<file path="src/rtl/s2c_pkg.sv">
// Shared types, widths and helpers for the sphere-to-cube mapping block.
package s2c_pkg;

	localparam int FRAC_BITS = 30;
	localparam int COORD_W = 32;
	localparam int AXIS_W = 2;
	localparam int MAG_W = FRAC_BITS + 1;
	localparam int SQ2_W = 2 * MAG_W;
	localparam int P_W = 2 * FRAC_BITS + 4;
	localparam int SQ_R_W = P_W / 2;
	localparam int SQ_REM_W = SQ_R_W + 3;
	localparam int D_W = FRAC_BITS + 4;
	localparam int Q_W = P_W;
	localparam int TH_W = P_W - FRAC_BITS - 1;
	localparam int QUEUE_DEPTH = 4;
	localparam int QUEUE_AW = 2;

	typedef enum logic [AXIS_W-1:0] {
		AXIS_X = 2'd0,
		AXIS_Y = 2'd1,
		AXIS_Z = 2'd2
	} axis_t;

	typedef struct packed {
		logic signed [COORD_W-1:0] coord_x;
		logic signed [COORD_W-1:0] coord_y;
		logic signed [COORD_W-1:0] coord_z;
	} point_t;

	typedef struct packed {
		logic signed [COORD_W-1:0] cube_x;
		logic signed [COORD_W-1:0] cube_y;
		logic signed [COORD_W-1:0] cube_z;
		logic [AXIS_W-1:0] face_axis;
	} result_t;

	// Classified item: face magnitudes, dominant axis, sign and zero flags
	typedef struct packed {
		logic [MAG_W-1:0] a_mag;
		logic [MAG_W-1:0] b_mag;
		axis_t axis;
		logic [2:0] neg;
		logic [2:0] zero;
	} class_t;

	// Saturate a raw magnitude to one
	function automatic logic [MAG_W-1:0] sat_mag(input logic [COORD_W-1:0] m);
		logic [COORD_W-1:0] one;
		one = COORD_W'(1) << FRAC_BITS;
		return (m > one) ? MAG_W'(one) : MAG_W'(m);
	endfunction

	// Apply sign, or force zero, on a magnitude
	function automatic logic [COORD_W-1:0] put_signed(input logic neg, input logic zero,
			input logic [COORD_W-1:0] m);
		if (zero)
			return '0;
		return neg ? (COORD_W'(0) - m) : m;
	endfunction

endpackage

</file>
<file path="src/rtl/s2c_queue.sv">
// Short queue of classified items between front and back.
module s2c_queue (
	input  logic            clk,
	input  logic            arst_n,
	input  logic            push,
	output logic            full,
	input  s2c_pkg::class_t wr_item,
	input  logic            pop,
	output logic            empty,
	output s2c_pkg::class_t rd_item
);
	import s2c_pkg::*;

	class_t mem_q [QUEUE_DEPTH];
	logic [QUEUE_AW-1:0] wr_ptr_q;
	logic [QUEUE_AW-1:0] rd_ptr_q;
	logic [QUEUE_AW:0] cnt_q;
	logic do_push;
	logic do_pop;

	assign full = (cnt_q == (QUEUE_AW+1)'(QUEUE_DEPTH));
	assign empty = (cnt_q == '0);
	assign do_push = push && !full;
	assign do_pop = pop && !empty;
	assign rd_item = mem_q[rd_ptr_q];

	// Advance pointers and count
	always_ff @(posedge clk or negedge arst_n) begin
		if (!arst_n) begin
			wr_ptr_q <= '0;
			rd_ptr_q <= '0;
			cnt_q <= '0;
		end else begin
			if (do_push)
				wr_ptr_q <= wr_ptr_q + QUEUE_AW'(1);
			if (do_pop)
				rd_ptr_q <= rd_ptr_q + QUEUE_AW'(1);
			cnt_q <= cnt_q + (QUEUE_AW+1)'(do_push) - (QUEUE_AW+1)'(do_pop);
		end
	end

	always_ff @(posedge clk) begin
		if (do_push)
			mem_q[wr_ptr_q] <= wr_item;
	end

endmodule

</file>
<file path="config.mk">
export PLATFORM = sky130hd
export DESIGN_NAME = s2c_queue
export DESIGN_NICKNAME = d
export VERILOG_FILES = /design/src/rtl/s2c_pkg.sv /design/src/rtl/s2c_queue.sv
export SDC_FILE = /design/constraint.sdc
export NUM_CORES = 1
export LEC_CHECK = 0
export BUFFER_PORTS_ARGS = -buffer_cell sky130_fd_sc_hd__buf_2
export CORE_MARGIN = 5
export CORE_UTILIZATION = 42
export CTS_BUF_LIST = sky130_fd_sc_hd__clkbuf_16
export DETAILED_ROUTE_END_ITERATION = 10
export PLACE_DENSITY_LB_ADDON = 0.25
export SLEW_MARGIN = 20
export SYNTH_ARGS = -nofsm -noshare
export SYNTH_HDL_FRONTEND = slang
export SYNTH_SLANG_ARGS = --single-unit
</file>
<file path="constraint.sdc">
create_clock -name clk -period 3.05 [get_ports clk]
set_input_delay 0.305 -clock clk [delete_from_list [all_inputs] [get_ports clk]]
set_output_delay 0.305 -clock clk [all_outputs]
set_load 0.005 [all_outputs]
</file>
# Word-level counts from Yosys, hierarchy flattened
# Memory sizes are Yosys's and may differ from the RTL's.
# Cells that the tools add are included.
# W data, S select, Z words.
[word_totals]
regBits = 7
mem_bits_rw = 280
inputBits = 74
out_inout_bits = 72
mem_count = 1
[classes]
n_addsub = 4
eq_ne = 1
mux = 2
n_reduce_logical = 5
[memory_table]
columns = ["name", "words", "word_bits", "rd", "rd_clocked_by_memory_dff", "write_ports", "line_no", "rtl"]
rows = [
  ["mem_q", 4, 70, 1, 0, 1, "s2c_queue.sv:14", "class_t mem_q [QUEUE_DEPTH];"],
]
[ops]
columns = ["operator", "count"]
rows = [
  ["$add A2 B1 Y2 const B", 2],
  ["$add A3 B1 Y3", 1],
  ["$eq A3 B3 Y1 const B", 1],
  ["$logic_not A3 Y1", 1],
  ["$sub A3 B1 Y3", 1],
  ["$logic_and A1 B1 Y1", 2],
  ["$logic_not A1 Y1", 2],
  ["$mux W1", 2],
]

# Longest topological paths before layout
[logic_depth]
ltp_word = 5
ltp_mapped = 8
mapped_depth_nobuf = 8

# Worst setup path before layout
# OpenSTA, ideal clock, no wires.
[synth_path]
path_kind = "flip-flop to flip-flop"
startpoint = "reg cnt_q[2]"
endpoint = "mem mem_q[0][0] (netlist bit) (enable)"
setup_time_ps = 436
arrival_time_ps = 2383
required_ps = 2614
slack_ps = 231
path_stages_with_launch = 3
n_path_buf = 0
synth_period_minus_slack_ps = 2819
cell_sequence = "dfrtp_1 nor3b_2 and3b_1"
[synth_between]
elab_chain_cells = 5
[synth_lines]
columns = ["item", "line_no", "rtl"]
rows = [
  ["start: declaration", "s2c_queue.sv:17", "logic [QUEUE_AW:0] cnt_q;"],
  ["start signal: assignment", "s2c_queue.sv:38", "cnt_q <= cnt_q + (QUEUE_AW+1)'(do_push) - (QUEUE_AW+1)'(do_pop);"],
  ["$eq A3 B3 Y1", "s2c_queue.sv:21", "assign full = (cnt_q == (QUEUE_AW+1)'(QUEUE_DEPTH));"],
  ["net full", "s2c_queue.sv:6", "output logic full,"],
  ["$logic_not A1 Y1", "s2c_queue.sv:23", "assign do_push = push && !full;"],
  ["$logic_and A1 B1 Y1", "s2c_queue.sv:23", ""],
  ["$mux W1", "s2c_queue.sv:43", "if (do_push)"],
  ["$mux W1 (implied by the code)", "s2c_queue.sv:44", "mem_q[wr_ptr_q] <= wr_item;"],
  ["end: declaration", "s2c_queue.sv:14", ""],
]
# The timed path passes the listed nets, and every way through them passes these cells.

==> flow_summary.ini <==
[outcome]
status = finished, final reports clean

[synth]
yosysUniqueCellTypes = 21
synth-xor-area-share_pct = 0.329
synth_cells = 407
ys_seq_elements = 287
yosysWarnings = 0
avgSynthCellArea_sq_um = 26.2
synth_top_family_by_area = multiplexers
synth_area_sq_um = 10600
ys_seq_area_share_pct = 80.6
synth_mux_area_share_pct = 14.9
synth_nets = 488
synth-simple-area-share_pct = 0.976
synth_adder_area_share_pct = 0.893
synthArstFlopShare_pct = 2.44
synth_compound_area_share_pct = 0.294
synth_edf_count = 280
yosys_most_used_dff = edfxtp_1

[timing]
finalHoldWorstSlack_ns = 0.0240
relSlewSlack_pct = 64.0
worstMarginPinSlew_ns = 0.540
rsz0062_at_grt = false
period_share_pct = 86.9
period_needed_ns = 2.65
hold_viol = 0
fmax_mhz = 377
finClkSkew_ns = 0.00758
final_max_slew_viol_count = 0
setup_viol_count_final = 0
final.setup.tns_ns = 0

[setup_path]
endpoint_kind = output pin
startpoint = rd_ptr_q[0]$_DFFE_PN0P_
cpMaxStageDelayCell = dfrtp_4
crit_family = flip-flops
path_max_fanout = 25
worst-endpoint-required_ns = 2.74
start_kind = flop
slowest_delay_ns = 0.76
cp_cell_sequence = buf_12 -> mux4_2 -> buf_2
crit_buf_inv = 2
r2r-start = cnt_q[1]$_DFF_PN0_
crit_type = flop to output pin
critPathArrivalTime_ns = 2.34

[route]
drt_iter0_markers = 378
drc = 0
drt_wl_total_mm = 20.5
dr.pass1.iters = 4
vias = 5052
vias_per_cell = 5.06
ant_nets = 0
routedWlPerCell_um = 20.5

[die]
initial_utilization_pct = 42.5
rows = 58
die_w_um = 169
dieArea_sq_um = 28600
design.core.area_sq_um = 25000
fp.dieH_um = 169
ios = 146

[clocking]
post_cts_resized = 0
clk_path_buf_depth = 3
clock_sinks = 287
clkLatencyLatePin_ns = 0.53
root_buffer = clkbuf_16
h-tree-depth = 1
clk_pin_slew_ns = 0.06
cts_inserted_buffers = 29
cts_tree = done

[power_and_ir_drop]
intPower_mw = 8.80
p_leak_nw = 4.61
p_clk_share_pct = 26.7
ir_drop_mv = 0.512
p_comb_share_pct = 27.1
p_sw_share_pct = 27.3
seq_power_share_pct = 46.2
power_switching_mw = 3.31
power.density_nw_per_um2 = 908

[hold_path]
hp-class = input port to flop
min_from = wr_item[26]

[grt]
grt_start_max_net_pins = 64
grtUsageTotal_pct = 14.4
grt_antenna_before_repair = 1
overflow = 0
grt_pass1_wl_mm = 32.2
grt_pass1_vias = 5750

[finish]
fillCellCount = 1961
layout-drive-gt1-share_pct = 39.8
multi_input_area_sq_um = 1860
seqCellArea_sq_um = 8590
num-nets-final = 728
area_growth_pct = 25.3

[place]
place_congestion = 0.711
io_buffers = 145
hpwl_mm = 12.3

[run]
maxCapViolations = 0
## cells in the final DEF, fill, tap and decap left out, types with 3 or more instances in the layout
master and instances:
clkinv_2 3, nand2b_1 4, dfrtp_1 5, ha_1 6
and3b_4 4, clkbuf_16 29, buf_12 6, xnor2_1 4
buf_2 145, dlygate4sd3_1 69, inv_1 11, edfxtp_1 280
clkinv_1 12, buf_4 5, mux4_2 68
## sequential cells by signal, summed over array words and instances (netlist names)
name / flops
wr_ptr_q: 2
rd_ptr_q: 2
cnt_q: 3
mem_q: 280
## timing repair
action,in CTS,in global routing
endpoints found under the hold margin,277,0
setup buffers,0,0
hold buffers,69,0
## power by group through the flow
stage	Sequential (mW)	Combinational (mW)	Clock [mW]
3_3_place_gp	5.64	3.30	0
6_report	5.59	3.28	3.23
3_5_place_dp	5.70	3.32	0
4_1_cts	5.62	3.42	3.32
5_1_grt	5.68	3.59	3.52
2_1_floorplan	5.45	2.26	0
## final cells by class
cell class | instances | share of cell area (%)
flip-flops and latches | 287 | 64.4
multi-input cells | 98 | 14.0
repair buffers | 225 | 11.8
clock buffers | 29 | 5.44
well taps | 330 | 3.10
clock inverters | 23 | 1.10
inverters | 6 | 0.169
diodes | 1 | 0.0188
## logic make-up after synthesis
logic type               count (synthesis)
multiplexers                            70
buffers and inverters                   22
AND/OR/NAND/NOR                         13
AO/OA/AOI/OAI                            4
adder cells (fa/ha/maj)                  7
XOR/XNOR                                 4
flip-flops                             287
## synth_stat cells, types with 2 or more instances
| cell | n | area, sq um |
|---|---|---|
| nand2b_1 | 4 | 25.0 |
| and3b_1 | 4 | 35.0 |
| buf_2 | 7 | 35.0 |
| mux4_1 | 2 | 52.6 |
| buf_12 | 7 | 140 |
| mux4_2 | 68 | 1530 |
| dfrtp_1 | 7 | 175 |
| o211ai_1 | 2 | 15.0 |
| xnor2_1 | 4 | 35.0 |
| edfxtp_1 | 280 | 8410 |
| inv_1 | 6 | 22.5 |
| ha_1 | 6 | 75.1 |
| nand4bb_1 | 2 | 22.5 |
## stage by stage
step,util (%),worst slack [ns],total power [mW],instances,instance area (sq um)
after floorplan,-,0.231,7.71,407,10600
after global placement,47.0,0.874,8.94,877,11800
after CTS,53.3,0.311,12.4,998,13300
after detailed placement,47.0,0.753,9.02,877,11800
final,53.3,0.401,12.1,999,13300
after global routing,53.3,0.232,12.8,999,13300
## final timing paths
kind	endpoint	slack, ns	depth (start not counted)
setup / recovery	rd_item[60]	0.40	3
max in group asynchronous	rd_ptr_q[0]$_DFFE_PN0P_	2.70	2
hold reg to reg	wr_ptr_q[1]$_DFFE_PN0P_	0.65	2
min in group asynchronous	cnt_q[1]$_DFF_PN0_	0.17	2
setup reg to reg	cnt_q[2]$_DFF_PN0_	0.76	8
hold / removal	mem_q[3][26]$_DFFE_PP_	0.02	1
## routing by layer
metal  track usage, %  part of all wire (%)  up-vias
met3             2.94                   5.4       29
li1                 -                     -     2243
met1             18.9                    42     2648
met4             3.47                   1.7        0
met2             25.0                    51      132
met5                0                     0        -
(Power assumes the default switching activity.)
