## src/rtl/s2c_pkg.sv

```systemverilog
// Shared types, widths and helpers for the sphere-to-cube mapping block.
package s2c_pkg;

	localparam int FRAC_BITS = 30;
	localparam int COORD_W = 32;
	localparam int AXIS_W = 2;
	localparam int MAG_W = FRAC_BITS + 1;
	localparam int SQ2_W = 2 * MAG_W;
	localparam int P_W = 2 * FRAC_BITS + 4;
	localparam int SQ_R_W = P_W / 2;
	localparam int SQ_REM_W = SQ_R_W + 3;
	localparam int D_W = FRAC_BITS + 4;
	localparam int Q_W = P_W;
	localparam int TH_W = P_W - FRAC_BITS - 1;
	localparam int QUEUE_DEPTH = 4;
	localparam int QUEUE_AW = 2;

	typedef enum logic [AXIS_W-1:0] {
		AXIS_X = 2'd0,
		AXIS_Y = 2'd1,
		AXIS_Z = 2'd2
	} axis_t;

	typedef struct packed {
		logic signed [COORD_W-1:0] coord_x;
		logic signed [COORD_W-1:0] coord_y;
		logic signed [COORD_W-1:0] coord_z;
	} point_t;

	typedef struct packed {
		logic signed [COORD_W-1:0] cube_x;
		logic signed [COORD_W-1:0] cube_y;
		logic signed [COORD_W-1:0] cube_z;
		logic [AXIS_W-1:0] face_axis;
	} result_t;

	// Classified item: face magnitudes, dominant axis, sign and zero flags
	typedef struct packed {
		logic [MAG_W-1:0] a_mag;
		logic [MAG_W-1:0] b_mag;
		axis_t axis;
		logic [2:0] neg;
		logic [2:0] zero;
	} class_t;

	// Saturate a raw magnitude to one
	function automatic logic [MAG_W-1:0] sat_mag(input logic [COORD_W-1:0] m);
		logic [COORD_W-1:0] one;
		one = COORD_W'(1) << FRAC_BITS;
		return (m > one) ? MAG_W'(one) : MAG_W'(m);
	endfunction

	// Apply sign, or force zero, on a magnitude
	function automatic logic [COORD_W-1:0] put_signed(input logic neg, input logic zero,
			input logic [COORD_W-1:0] m);
		if (zero)
			return '0;
		return neg ? (COORD_W'(0) - m) : m;
	endfunction

endpackage

```

## src/rtl/s2c_front.sv

```systemverilog
// Front end: accept a sphere point, pick the face, saturate and register.
module s2c_front (
	input  logic              clk,
	input  logic              arst_n,
	input  logic              push,
	output logic              full,
	input  s2c_pkg::point_t   point,
	output logic              q_push,
	input  logic              q_full,
	output s2c_pkg::class_t   q_item
);
	import s2c_pkg::*;

	logic [COORD_W-1:0] raw [3];
	logic [COORD_W-1:0] mag [3];
	logic [2:0] neg;
	logic [2:0] zero;
	class_t cls;
	class_t item_s1;
	logic vld_s1;
	logic take;

	// Split each coordinate into sign, zero flag and magnitude
	always_comb begin
		raw[0] = point.coord_x;
		raw[1] = point.coord_y;
		raw[2] = point.coord_z;
		for (int i = 0; i < 3; i++) begin
			neg[i] = raw[i][COORD_W-1];
			zero[i] = (raw[i] == '0);
			mag[i] = neg[i] ? (~raw[i] + COORD_W'(1)) : raw[i];
		end
	end

	// Choose the dominant axis, ties to y then x
	always_comb begin
		cls.neg = neg;
		cls.zero = zero;
		if (mag[1] >= mag[0] && mag[1] >= mag[2]) begin
			cls.axis = AXIS_Y;
			cls.a_mag = sat_mag(mag[0]);
			cls.b_mag = sat_mag(mag[2]);
		end else if (mag[0] >= mag[2]) begin
			cls.axis = AXIS_X;
			cls.a_mag = sat_mag(mag[1]);
			cls.b_mag = sat_mag(mag[2]);
		end else begin
			cls.axis = AXIS_Z;
			cls.a_mag = sat_mag(mag[0]);
			cls.b_mag = sat_mag(mag[1]);
		end
	end

	assign q_push = vld_s1 && !q_full;
	assign full = vld_s1 && q_full;
	assign take = push && !full;
	assign q_item = item_s1;

	// Hold the classified item until the queue takes it
	always_ff @(posedge clk or negedge arst_n) begin
		if (!arst_n) begin
			vld_s1 <= 1'b0;
		end else if (!vld_s1 || q_push) begin
			vld_s1 <= take;
		end
	end

	always_ff @(posedge clk) begin
		if (take) begin
			item_s1 <= cls;
		end
	end

endmodule

```

## config.mk

```make
export PLATFORM = sky130hd
export DESIGN_NAME = s2c_front
export DESIGN_NICKNAME = d
export VERILOG_FILES = /design/src/rtl/s2c_pkg.sv /design/src/rtl/s2c_front.sv
export SDC_FILE = /design/constraint.sdc
export NUM_CORES = 1
export LEC_CHECK = 0
export BUFFER_PORTS_ARGS = -buffer_cell sky130_fd_sc_hd__buf_4
export CELL_PAD_IN_SITES_DETAIL_PLACEMENT = 1
export CELL_PAD_IN_SITES_GLOBAL_PLACEMENT = 2
export CORE_UTILIZATION = 37
export CTS_BUF_LIST = sky130_fd_sc_hd__clkbuf_16
export DETAILED_ROUTE_END_ITERATION = 10
export PLACE_DENSITY_LB_ADDON = 0.3
export SYNTH_ARGS = -nofsm -noshare
export SYNTH_HDL_FRONTEND = slang
export SYNTH_SLANG_ARGS = --single-unit
```

## constraint.sdc

```tcl
create_clock -name clk -period 6.46 [get_ports clk]
set_input_delay 0.646 -clock clk [delete_from_list [all_inputs] [get_ports clk]]
set_output_delay 0.646 -clock clk [all_outputs]
set_load 0.01 [all_outputs]
```

# ---- Word-level counts from Yosys, hierarchy flattened
# Index checks and enable logic that the tools add are counted.
dict set report totals {
  elab_cells 37
  output_inout_bits 72
  reg_bits 71
  inputBits 100
}
dict set report op_classes {
  add_sub_neg 3
  reduce_logical 11
  muxes 8
  n_bitwise 3
  order_cmp 6
}
# op count
set ops {}
lappend ops {{two-way mux 64 bit} 2}
lappend ops {{adder 32 x 1 -> 32 bit, second input constant} 3}
lappend ops {{greater-or-equal comparator 32 bit} 3}
lappend ops {{greater-than comparator 32 x 31 -> 1 bit, second input constant} 3}
lappend ops {{logical NOT 32 bit} 3}
lappend ops {{two-way mux 32 bit} 3}
lappend ops {{inverter 32 bit} 3}
lappend ops {{two-way mux 31 bit} 3}
lappend ops {{logical AND 1 bit} 4}
lappend ops {{logical NOT 1 bit} 3}
lappend ops {{logical OR 1 bit} 1}

# ---- Logic depth before layout (Yosys ltp)
dict set report depth {
  word_depth 7
  ltp_mapped 21
  ltp_nobuf 20
}

# ---- Least setup slack after synthesis
# Ideal clock, no wire load.
dict set report synth_timing {
  path_kind {in2reg}
  startpoint {input point[53] (netlist bit)}
  endpoint {register item_s1, in the netlist q_item[66] (data pin)}
  path_buffers 1
  required_time_ns 6.193
  setup_time_ns 0.267
  arrival_ns 4.554
  path_stages 18
  slack_ns 1.639
  path_cell_list {or4_4 or4_1 or3_1 nand2_1 xor2_1 inv_1 ha_1 a21o_1 a21o_1 a211oi_1 o21ai_0 a221o_1 a311o_1 nand2_1 inv_1 nor2_1 buf_4 o32ai_1}
}
# element line_no
set synth_rtl {}
lappend synth_rtl {{start, declared} s2c_front.sv:7} ;# input s2c_pkg::point_t point,
lappend synth_rtl {{end signal, assigned} s2c_front.sv:70} ;# item_s1 <= cls;
lappend synth_rtl {{end, declared} s2c_front.sv:19} ;# class_t item_s1;

==> flow_summary_export.csv <==
group,metric,value,unit
worst_setup_path,cp-start-kind,"input port",
placement,placed_area,9260,um^2
yosys,yosysWarnings,0,
global_route,grt_pass1_wl,40800,um
sta,finalCritPeriodShare,83.5,%
floorplan,ioPinCount,172,
cts,htreeDepth,3,
global_route,overflow,0,
yosys,async_flop_share,1.41,%
floorplan,die-area,21400,um^2
yosys,ys_ff_latch,71,
yosys,synthFlopType,"edfxtp_1",
sta,hold_slack,56.5,ps
yosys,ys_types,76,
worst_setup_path,critPathMaxFanout,31,
global_route,grt_antenna_before_repair,0,
yosys,synth.largest_area_cell,"edfxtp_1",
worst_setup_path,worst_setup_path_end_kind,"register",
job,max_cap_viol_count,0,
yosys,syn_inst,838,
sta,clock_skew,8.54,ps
yosys,ys_seq_area_share,27.6,%
yosys,synthTopCellsByArea,"edfxtp_1 (27%), ha_1 (16%), xor2_1 (7.0%), o32ai_1 (4.1%), nand2_1 (3.9%)",
floorplan,start_util,37.9,%
floorplan,die_h,146,um
cts,clockBufferDepth,2,
worst_setup_path,rr_endpoint,"q_item[21]",
routing,post_drt_wl_per_cell,20.5,um
sta,hold_viol,0,
worst_setup_path,critical-path-top-delay-family,"simple AND/OR/NAND/NOR gates",
placement,post-dp-hpwl,21300,um
yosys,syn_area,7720,um^2
routing,via_count,7271,
finish,stdcell_area,9540,um^2
power,leakage,4.06,nW
worst_setup_path,cp_common_cell,"inv_1",
power,p_per_area,205,nW/um^2
finish,antenna_cells,0,
yosys,synth_edf_count,70,
worst_setup_path,worstPathArrival,5450,ps
routing,routed_via_density,5.68,
cts,clock-root-buffer,"clkbuf_16",
worst_setup_path,critical_path_buf_inv_count,5,
routing,drt-total-wl,26300,um
worst_setup_path,critPathRequiredTime,6520,ps
routing,drt_iter0_markers,467,
outcome,status,"finished, final reports clean",
yosys,synth_area_per_cell,9.21,um^2
worst_setup_path,cp.depth,21,
power,ir_worst_vdd,0.126,mV
worst_setup_path,critPathKind,"in2reg",
floorplan,rows,52,
sta,tightest_slew,925,ps
worst_setup_path,path_cells,"buf_4 -> inv_1 -> ha_1 -> nor4b_4 -> nand3_4 -> or4_4 -> nand2_1 -> xnor2_1 -> inv_1 -> ha_1 -> a21o_1 -> a21o_1 -> a211oi_1 -> o21ai_0 -> a221o_1 -> a311o_1 -> nand2_1 -> inv_1 -> nor2_2 -> buf_4 -> o32ai_1",
global_route,grt_pass1_vias,7227,
worst_setup_path,endpoint,"q_item[52]",
sta,setup_viol,0,
sta,setup-tns-final,0,ps
global_route,grt_start_max_net_pins,69,
yosys,synthesis.nets,1034,
sta,timing.fmax,185,MHz
worst_setup_path,r2r-start,"vld_s1",
worst_setup_path,slowest_stage,"or4_4",
worst_setup_path,cpPeakStageDelay,600,ps
sta,period_needed,5400,ps
cts,cts.repair.resized,0,
cts,ctsHoldBuffers,0,
sta,slew_headroom,38.3,%
cts,cts_buffers,9,
routing,first_pass_iters,4,
floorplan,die_w,146,um
sta,drv_slew,0,
yosys,yosysTopAreaCellShare,27.2,%
cts,cts_tree,"yes",
worst_hold_path,min_path_type,"in2async",
finish,drive_gt1_share,23.8,%
finish,area_growth,23.7,%
cts,clk_latency,350,ps
global_route,gr-usage-all-layers,24.7,%
routing,drc,0,
sta,rsz0062_at_grt,"false",
worst_setup_path,ff2ff_path_depth,3,
worst_setup_path,rrSetupSlack,4610,ps
floorplan,core,20400,um^2
cts,cts.clk_slew.worst_paths,60,ps
placement,portBuffers,171,
finish,num-fill-cells,2411,
worst_setup_path,startpoint,"point[32]",
placement,place_congestion,0.864,
finish,fin_nets,1200,
routing,postRouteAntennaNets,0,
cts,cts_sinks,71,
cts,post_cts_buffers,0,
## layout make-up
class / count / area, um^2 / share of cell area (%)
Clock inverter: 7 / 56.3 / 0.590
Sequential cell: 71 / 2130 / 22.3
Timing Repair Buffer: 184 / 1380 / 14.5
Tap cell: 270 / 338 / 3.54
Multi-Input combinational cell: 670 / 5160 / 54.1
Clock buffer: 9 / 225 / 2.36
Inverter: 68 / 255 / 2.67
## worst register-to-register path, cell delays in order (launching register included)
cell and delay [ps]:
dfrtp_1 370, and2_1 180, nor2b_4 160, buf_4 740
## cell families (layout without fill, tap and decap cells)
logic type	after synthesis	in the layout	synth area share, %
adders and majority gates	96	96	15.6
muxes	16	16	2.11
and+or+nand+nor	257	257	18.5
AOI/OAI and AO/OA	211	211	20.3
buffers and inverters	97	268	5.75
xor gates and xnor gates	90	90	10.2
DFF	71	71	27.6
## power breakdown
| part | switching, mW | total (mW) | internal [mW] |
|---|---|---|---|
| Combinational | 0.504 | 0.853 | 0.350 |
| Clock | 0.198 | 0.490 | 0.293 |
| Sequential | 0.0233 | 0.614 | 0.591 |
## routing by layer
layer  track usage [%]  wire length (um)
met1              37.1             13500
met2              36.8             10900
met3              3.50              1510
met4              5.99               350
met5                 0                 0
## metrics by stage
step | worst slack (ps) | utilization [%] | std cells | power [mW]
3_3_place_gp | 854 | 45.5 | 1263 | 1.45
2_1_floorplan | 1640 | - | 838 | 1.14
3_5_place_dp | 780 | 45.5 | 1263 | 1.47
6_report | 1060 | 46.9 | 1279 | 1.96
4_1_cts | 1080 | 46.9 | 1279 | 1.96
5_1_grt | 755 | 46.9 | 1279 | 2.06
## flip-flops by register name, indices dropped and copies added, names as in the netlist
name and count:
q_item 70, vld_s1 1
## Yosys cell counts (3+ instances only)
cell,number
ha_1,96
nor3_1,17
o41ai_1,14
buf_2,3
a211oi_1,8
nand4_1,18
a21oi_1,26
a21boi_0,3
xnor2_1,28
and4_1,6
edfxtp_1,70
a31o_2,6
o21a_1,5
buf_6,9
or3_1,14
nor2_1,40
or4_1,7
mux2i_1,14
o21ai_0,41
nor4_2,3
inv_1,68
xor2_1,62
o32ai_1,36
o31ai_1,24
or2_2,7
nand2_1,80
o22ai_1,7
nand3_1,13
clkbuf_1,14
o32ai_2,4
o211ai_1,4
a21o_1,11
nor2b_1,10
nor4_1,12
nand2b_1,7
## how the worst min path moves through the flow
stage | start | endpoint | slack [ps]
2_1_floorplan | arst_n | vld_s1 | 350
3_3_place_gp | arst_n | vld_s1 | 420
3_5_place_dp | arst_n | vld_s1 | 420
6_report | arst_n | vld_s1 | 60
4_1_cts | arst_n | vld_s1 | 50
5_1_grt | arst_n | vld_s1 | 50
## layout by cell type (no fill, tap or decap), types with 3 or more instances in the layout
master	instances
a211oi_1	8
a21boi_0	3
a21o_1	11
a21oi_1	25
a31o_2	6
and4_1	6
buf_4	184
clkbuf_16	9
clkinv_2	3
edfxtp_1	70
ha_1	96
inv_1	69
mux2i_1	14
nand2_1	80
nand2b_1	7
nand3_1	13
nand4_1	18
nor2_1	39
nor2b_1	9
nor3_1	17
nor4_1	12
nor4_2	3
o211ai_1	4
o21a_1	5
o21ai_0	41
o22ai_1	7
o31ai_1	24
o32ai_1	36
o32ai_2	4
o41ai_1	14
or2_2	7
or3_1	14
or4_1	7
xnor2_1	28
xor2_1	62
(Power assumes the default switching activity.)
